<file path="config.mk">
export PLATFORM = sky130hd
export DESIGN_NAME = button_debounce_hold_repeat
export DESIGN_NICKNAME = d
export VERILOG_FILES = /design/src/bdhr_pkg.sv /design/src/button_debounce_hold_repeat.sv
export SDC_FILE = /design/constraint.sdc
export NUM_CORES = 1
export LEC_CHECK = 0
export BUFFER_PORTS_ARGS = -buffer_cell sky130_fd_sc_hd__buf_2
export CORE_MARGIN = 4
export CORE_UTILIZATION = 35
export DETAILED_ROUTE_END_ITERATION = 16
export GPL_TIMING_DRIVEN = 0
export RECOVER_POWER = 100
export SLEW_MARGIN = 20
export SYNTH_ARGS = -nofsm -noshare
export SYNTH_HDL_FRONTEND = slang
export SYNTH_SLANG_ARGS = --single-unit
export TNS_END_PERCENT = 10
</file>
<file path="constraint.sdc">
create_clock -name clk_i -period 11.9 [get_ports clk_i]
set_input_delay 0.595 -clock clk_i [delete_from_list [all_inputs] [get_ports clk_i]]
set_output_delay 0.595 -clock clk_i [all_outputs]
set_load 0.05 [all_outputs]
</file>
<file path="src/bdhr_pkg.sv">
// Shared constants for the button debounce / hold / auto-repeat block.
// No dependencies; imported by button_debounce_hold_repeat.
`timescale 1ns / 1ps

package bdhr_pkg;

  // Width of the elapsed-time counters (valid from 8 to 32)
  localparam int unsigned CounterWidth = 16;
  // Width of every configuration register
  localparam int unsigned CfgWidth     = 16;
  // Common width for counter versus register compares
  localparam int unsigned CmpWidth     =
      (CounterWidth > CfgWidth) ? CounterWidth : CfgWidth;

  // Configuration register indexes
  localparam int unsigned CfgIdxWidth = 3;
  localparam logic [CfgIdxWidth-1:0] CfgDebounce = 3'd0;
  localparam logic [CfgIdxWidth-1:0] CfgHold     = 3'd1;
  localparam logic [CfgIdxWidth-1:0] CfgInitial  = 3'd2;
  localparam logic [CfgIdxWidth-1:0] CfgSlow     = 3'd3;
  localparam logic [CfgIdxWidth-1:0] CfgFast     = 3'd4;

  // Configuration reset values
  localparam logic [CfgWidth-1:0] DebounceReset = 16'd50;
  localparam logic [CfgWidth-1:0] HoldReset     = 16'd1000;
  localparam logic [CfgWidth-1:0] InitialReset  = 16'd300;
  localparam logic [CfgWidth-1:0] SlowReset     = 16'd150;
  localparam logic [CfgWidth-1:0] FastReset     = 16'd50;

  // Repeat count and interval selection
  localparam logic [2:0] RepeatMax  = 3'd7;
  localparam logic [2:0] SlowAfter  = 3'd3;
  localparam logic [2:0] FastAfter  = 3'd5;

  localparam logic [1:0] SelInitial = 2'd0;
  localparam logic [1:0] SelSlow    = 2'd1;
  localparam logic [1:0] SelFast    = 2'd2;

  typedef logic [CounterWidth-1:0] cnt_t;

  // Saturating increment of an elapsed-time counter
  function automatic cnt_t sat_inc(input cnt_t v);
    return (v == '1) ? v : v + cnt_t'(1);
  endfunction

endpackage

</file>
<file path="src/button_debounce_hold_repeat.sv">
// Button debounce with hold detection and accelerating auto-repeat.
// Depends on bdhr_pkg (counter width, register indexes, codes).
`timescale 1ns / 1ps
//
// Usage:
//   Input channel (in_valid_i / in_ready_o) carries one tick item per
//   accepted handshake: the raw active-low pin level and a request to
//   restart the repeat sequence. Output channel (out_valid_o /
//   out_ready_i) returns exactly one result item per tick: debounced
//   level, press pulse, hold flag and repeat pulse.
//   Latency: the result is valid the cycle after the item is accepted.
//   Throughput: one item per cycle while the receiver takes results;
//   all state updates for a tick are done in one combinational pass
//   between the state registers and the result register.
//   Stall: while a result waits, a new item is still taken if the
//   receiver takes the held result in the same cycle; otherwise
//   in_ready_o drops until the result register frees.
//   Configuration: cfg_we_i writes cfg_data_i into register cfg_index_i
//   (0 debounce, 1 hold, 2 initial, 3 slow, 4 fast interval) at once;
//   other indexes are ignored. Write only while the block is idle.
//   Reset: registers take their default values, the level reads as
//   released, all counters clear and no result is pending.

module button_debounce_hold_repeat (
  input  logic                              clk_i,
  input  logic                              rst_ni,
  // tick items
  input  logic                              in_valid_i,
  output logic                              in_ready_o,
  input  logic                              raw_level_i,
  input  logic                              restart_repeat_i,
  // result items
  output logic                              out_valid_o,
  input  logic                              out_ready_i,
  output logic                              stable_level_o,
  output logic                              press_event_o,
  output logic                              holding_o,
  output logic                              repeat_event_o,
  // configuration writes
  input  logic                              cfg_we_i,
  input  logic [bdhr_pkg::CfgIdxWidth-1:0]  cfg_index_i,
  input  logic [bdhr_pkg::CfgWidth-1:0]     cfg_data_i
);
  import bdhr_pkg::*;

  // configuration registers
  logic [CfgWidth-1:0] debounce_q, hold_ticks_q, initial_q, slow_q, fast_q;

  // tick state
  logic       prev_raw_q, prev_raw_d;
  logic       debounced_q, debounced_d;
  cnt_t       since_change_q, since_change_d;
  cnt_t       since_press_q, since_press_d;
  cnt_t       since_action_q, since_action_d;
  logic       hold_q, hold_d;
  logic [2:0] rep_cnt_q, rep_cnt_d;
  logic [1:0] sel_q, sel_d;

  // result register
  logic out_valid_q;
  logic stable_q, press_q, holding_q, repeat_q;
  logic press_d, repeat_d;

  logic                in_fire;
  logic [CfgWidth-1:0] interval;

  assign in_ready_o = ~out_valid_q | out_ready_i;
  assign in_fire    = in_valid_i & in_ready_o;

  // Write configuration registers
  always_ff @(posedge clk_i or negedge rst_ni) begin
    if (!rst_ni) begin
      debounce_q   <= DebounceReset;
      hold_ticks_q <= HoldReset;
      initial_q    <= InitialReset;
      slow_q       <= SlowReset;
      fast_q       <= FastReset;
    end else if (cfg_we_i) begin
      unique case (cfg_index_i)
        CfgDebounce: debounce_q   <= cfg_data_i;
        CfgHold:     hold_ticks_q <= cfg_data_i;
        CfgInitial:  initial_q    <= cfg_data_i;
        CfgSlow:     slow_q       <= cfg_data_i;
        CfgFast:     fast_q       <= cfg_data_i;
        default: ;
      endcase
    end
  end

  // Compute the next state of one tick in a single pass
  always_comb begin
    // advance counters, restart change timer on an edge of the raw level
    since_change_d = sat_inc(since_change_q);
    since_press_d  = sat_inc(since_press_q);
    since_action_d = sat_inc(since_action_q);
    if (raw_level_i != prev_raw_q) begin
      since_change_d = '0;
    end

    debounced_d = debounced_q;
    hold_d      = hold_q;
    rep_cnt_d   = rep_cnt_q;
    sel_d       = sel_q;
    press_d     = 1'b0;
    repeat_d    = 1'b0;

    // accept a stable raw level
    if ((CmpWidth'(since_change_d) >= CmpWidth'(debounce_q))
        && (raw_level_i != debounced_q)) begin
      debounced_d = raw_level_i;
      hold_d      = 1'b0;
      if (!raw_level_i) begin
        press_d        = 1'b1;
        rep_cnt_d      = '0;
        sel_d          = SelInitial;
        since_press_d  = '0;
        since_action_d = '0;
      end
    end

    // declare hold once the press has lasted long enough
    if (!debounced_d && !hold_d
        && (CmpWidth'(since_press_d) >= CmpWidth'(hold_ticks_q))) begin
      hold_d         = 1'b1;
      since_action_d = '0;
    end

    // pick the current repeat interval
    unique case (sel_d)
      SelInitial: interval = initial_q;
      SelSlow:    interval = slow_q;
      default:    interval = fast_q;
    endcase

    // fire a repeat when the interval has elapsed
    if (hold_d && (CmpWidth'(since_action_d) >= CmpWidth'(interval))) begin
      since_action_d = '0;
      repeat_d       = 1'b1;
      if (rep_cnt_d != RepeatMax) begin
        rep_cnt_d = rep_cnt_d + 3'd1;
      end
      if (rep_cnt_d >= FastAfter) begin
        sel_d = SelFast;
      end else if (rep_cnt_d >= SlowAfter) begin
        sel_d = SelSlow;
      end
    end

    // restart the repeat sequence on request
    if (restart_repeat_i) begin
      rep_cnt_d = '0;
      sel_d     = SelInitial;
    end

    prev_raw_d = raw_level_i;
  end

  // Update tick state on each accepted item
  always_ff @(posedge clk_i or negedge rst_ni) begin
    if (!rst_ni) begin
      prev_raw_q     <= 1'b1;
      debounced_q    <= 1'b1;
      since_change_q <= '0;
      since_press_q  <= '0;
      since_action_q <= '0;
      hold_q         <= 1'b0;
      rep_cnt_q      <= '0;
      sel_q          <= SelInitial;
    end else if (in_fire) begin
      prev_raw_q     <= prev_raw_d;
      debounced_q    <= debounced_d;
      since_change_q <= since_change_d;
      since_press_q  <= since_press_d;
      since_action_q <= since_action_d;
      hold_q         <= hold_d;
      rep_cnt_q      <= rep_cnt_d;
      sel_q          <= sel_d;
    end
  end

  // Hold the result until the receiver takes it
  always_ff @(posedge clk_i or negedge rst_ni) begin
    if (!rst_ni) begin
      out_valid_q <= 1'b0;
    end else if (in_fire) begin
      out_valid_q <= 1'b1;
    end else if (out_ready_i) begin
      out_valid_q <= 1'b0;
    end
  end

  always_ff @(posedge clk_i) begin
    if (in_fire) begin
      stable_q  <= debounced_d;
      press_q   <= press_d;
      holding_q <= hold_d;
      repeat_q  <= repeat_d;
    end
  end

  assign out_valid_o    = out_valid_q;
  assign stable_level_o = stable_q;
  assign press_event_o  = press_q;
  assign holding_o      = holding_q;
  assign repeat_event_o = repeat_q;

endmodule

</file>
==> run_results.csv <==
group,metric,value,unit
route,drt_iter0_markers,445,
cts,cts_setup_buffers,0,
timing,fin_skew,11.5,ps
route,finalWirelength,22.7,mm
logic_synthesis,ys_types,77,
cts,insertion_delay,420,ps
worst_setup_path,crit_fanout,10,
floorplan,core,23600,um^2
placed_design,port_buffers,30,
logic_synthesis,async_flop_share,97.2,%
route,drc_errors,0,
route,drtAntennaViolNets,0,
cts,tritoncts,"built",
power,p_leak,4.14,nW
timing,setup_viol,0,
worst_hold_path,hold_class,"in2reg",
worst_hold_path,hold_path_startpoint,"in_valid_i",
route,first_pass_iters,5,
logic_synthesis,synth_area_leaders,"dfrtp_1, ha_1, dfstp_2, mux2_2, nand2_1",
global_routing,top_usage_layer,"met2",
worst_setup_path,cp-end-kind,"flop",
logic_synthesis,yosysSeqAreaShare,42.3,%
cts,htreeDepth,4,
logic_synthesis,synth_area,8450,um^2
logic_synthesis,synth-edff-count,4,
logic_synthesis,yosysMostFrequentCell,"nand2_1",
global_routing,met2_usage,26.9,%
cts,clockBufferDepth,2,
route,num_vias,6777,
finish,syn_to_final_growth,12.6,%
timing,period_needed,9750,ps
timing,worstMarginPinSlew,4750,ps
finish,drive_above_1_share,14.3,%
logic_synthesis,syn_area_per_cell,9.35,um^2
worst_setup_path,critPathRequiredTime,12250,ps
global_routing,grt_pass1_wl,36.4,mm
cts,cts_hold_buf,0,
global_routing,grt_max_degree,87,
route,routed_via_density,5.27,
global_routing,grt_antenna_before_repair,0,
finish,nFillCells,2418,
worst_setup_path,crit_type,"reg2reg",
worst_setup_path,crit_path_start_kind,"flop",
finish,nNetsFinal,1033,
worst_setup_path,startpoint,"since_change_q[6]$_DFFE_PN0P_",
cts,numCtsBuffers,17,
timing,maxSlewViolCount,140,
power,powerDensity,189,nW/um^2
timing,slew_headroom,-217,%
logic_synthesis,yosys_warnings,0,
timing,timing.final.crit_share,81.9,%
status,violations,"capacitance limit, slew limit",
finish,multi_input_comb_area,4500,um^2
floorplan,rows,56,
finish,diodes,0,
global_routing,met1_usage,25.8,%
cts,cts-root-buf,"clkbuf_16",
worst_setup_path,arrival,10100,ps
timing,rsz0062_at_grt,"no",
logic_synthesis,syn_inst,904,
timing,final_hold_viol_count,0,
route,avgRoutedWirePerCell,17.7,um
cts,clock-sinks,141,
floorplan,boundaryPins,32,
worst_setup_path,max_stage_delay,580,ps
cts,path_clk_slew,70,ps
worst_setup_path,worst_path_most_repeated_cell,"clkbuf_1",
logic_synthesis,syn_nets,983,
status,status,"finished, violations left",
worst_setup_path,critPathSlowestCell,"nor4_1",
finish,fin_area,9510,um^2
placed_design,gp_congestion,0.840,
global_routing,grt-ovfl-total,0,
worst_setup_path,rr_startpoint,"since_change_q[6]$_DFFE_PN0P_",
timing,tns,0,ps
logic_synthesis,ys_ff_latch,141,
logic_synthesis,synth_flop_cell,"dfrtp_1",
placed_design,placed_area,9040,um^2
global_routing,met3_usage,2.93,%
finish,regArea,3580,um^2
floorplan,fp.dieW,163,um
floorplan,start_util,35.8,%
global_routing,grt_pass1_vias,6574,
floorplan,die_height,163,um
floorplan,die_area,26700,um^2
job,drv_cap,2,
logic_synthesis,synth_top_cell_by_area,"dfrtp_1",
global_routing,track_usage,17.4,%
timing,fmax,103,MHz
power,ir_drop,0.0841,mV
cts,ctsResizeCount,0,
placed_design,dpl.hpwl,16.4,mm
logic_synthesis,synth_common_cells,"nand2_1, dfrtp_1, o21ai_0, nor2_1, ha_1",
logic_synthesis,netlist.area_leader.share,34.1,%
worst max-delay path: cells and delay by family (launching register included):
family	cells	cell delay, ps
AO/OA/AOI/OAI	15	3020
AND/OR/NAND/NOR	11	2610
buffers and inverters	7	2570
adder cells (fa/ha/maj)	3	930
flip-flops	1	320
XOR/XNOR	1	180
kinds of logic (layout without fill, tap and decap cells):
group / after synthesis / count (layout) / synth area share, %
AO/OA/AOI/OAI: 205 / 205 / 16.5
XOR/XNOR: 32 / 32 / 3.32
adder cells (fa/ha/maj): 53 / 53 / 7.85
buffers and inverters: 86 / 149 / 3.97
flip-flops: 141 / 141 / 42.3
multiplexers: 58 / 58 / 7.63
AND/OR/NAND/NOR: 329 / 329 / 18.4
path summary, 6_finish.rpt:
| kind | cells past startpoint | slack (ps) | to |
|---|---|---|---|
| worst max-delay path | 37 | 2150 | rep_cnt_q[0]$_DFFE_PN0P_ |
| worst min-delay path | 2 | 380 | out_valid_o$_DFFE_PN0P_ |
| worst max register to register | 37 | 2150 | rep_cnt_q[0]$_DFFE_PN0P_ |
| worst min register to register | 2 | 490 | prev_raw_q$_DFFE_PN1P_ |
| max in group asynchronous | 2 | 5680 | fast_q[7]$_DFFE_PN0P_ |
| min in group asynchronous | 1 | 1880 | since_press_q[3]$_DFFE_PN0P_ |
metrics by stage:
step           hold WS, ps  worst slack (ps)  power [mW]  utilization (%)  std cells
5_1_grt                380              1230        1.92             40.3       1286
6_report               379              2150        1.79             40.3       1286
2_1_floorplan          299              4700        1.11                -        904
3_3_place_gp           473              2990        1.27             38.1       1253
3_5_place_dp           485              2980        1.28             38.3       1254
4_1_cts                214              2910        1.81             40.7       1286
flip-flops by register name, indices dropped and copies added, names as in the netlist, 2 cells and up:
signal,flops
debounce_q,16
fast_q,16
hold_ticks_q,16
initial_q,16
rep_cnt_q,3
sel_q,2
since_action_q,16
since_change_q,16
since_press_q,16
slow_q,16
cell type report:
class                   instances  area share, %
plain buffers                  47           1.95
clock buffers                  20           4.81
clock inverters                12           1.17
inverters                      39           1.54
multi-input cells             677           47.3
flip-flops and latches        141           37.6
well taps                     319           4.20
repair buffers                 31           1.50
report_power, final:
part           leakage, nW  switching (mW)  internal, mW
sequential            1.71          0.0857         0.597
clock                0.272           0.220         0.301
combinational         2.15           0.344         0.246
total                 4.14           0.649          1.14
per-layer routing:
| metal | vias up | wire, um |
|---|---|---|
| li1 | 3337 | - |
| met1 | 3276 | 11400 |
| met2 | 149 | 10200 |
| met3 | 15 | 921 |
| met4 | 0 | 189 |
| met5 | - | 0 |
cell usage in the layout (no fill, tap or decap), types with 3 or more instances in the layout:
cell type   instances
a211oi_1            6
a21o_1             10
a21oi_1            43
a221oi_1           15
a22o_1              8
a31oi_1             8
and2_1              7
and3_1             12
buf_2              24
clkbuf_1           53
clkbuf_16          18
clkinv_2            3
clkinv_4            3
clkinvlp_4          3
dfrtp_1           115
dfstp_2            22
edfxtp_1            4
ha_1               53
inv_1              39
mux2_2             50
mux2i_1             7
nand2_1           135
nand2b_1           24
nand3_1            34
nand4_1            13
nor2_1             59
nor2b_1             6
nor3_1             19
nor4_1              3
o211ai_1            4
o21ai_0            59
o31ai_1            16
o41ai_1             7
xnor2_1            14
xor2_1             18
No activity file was read; power rests on OpenSTA's default activity.
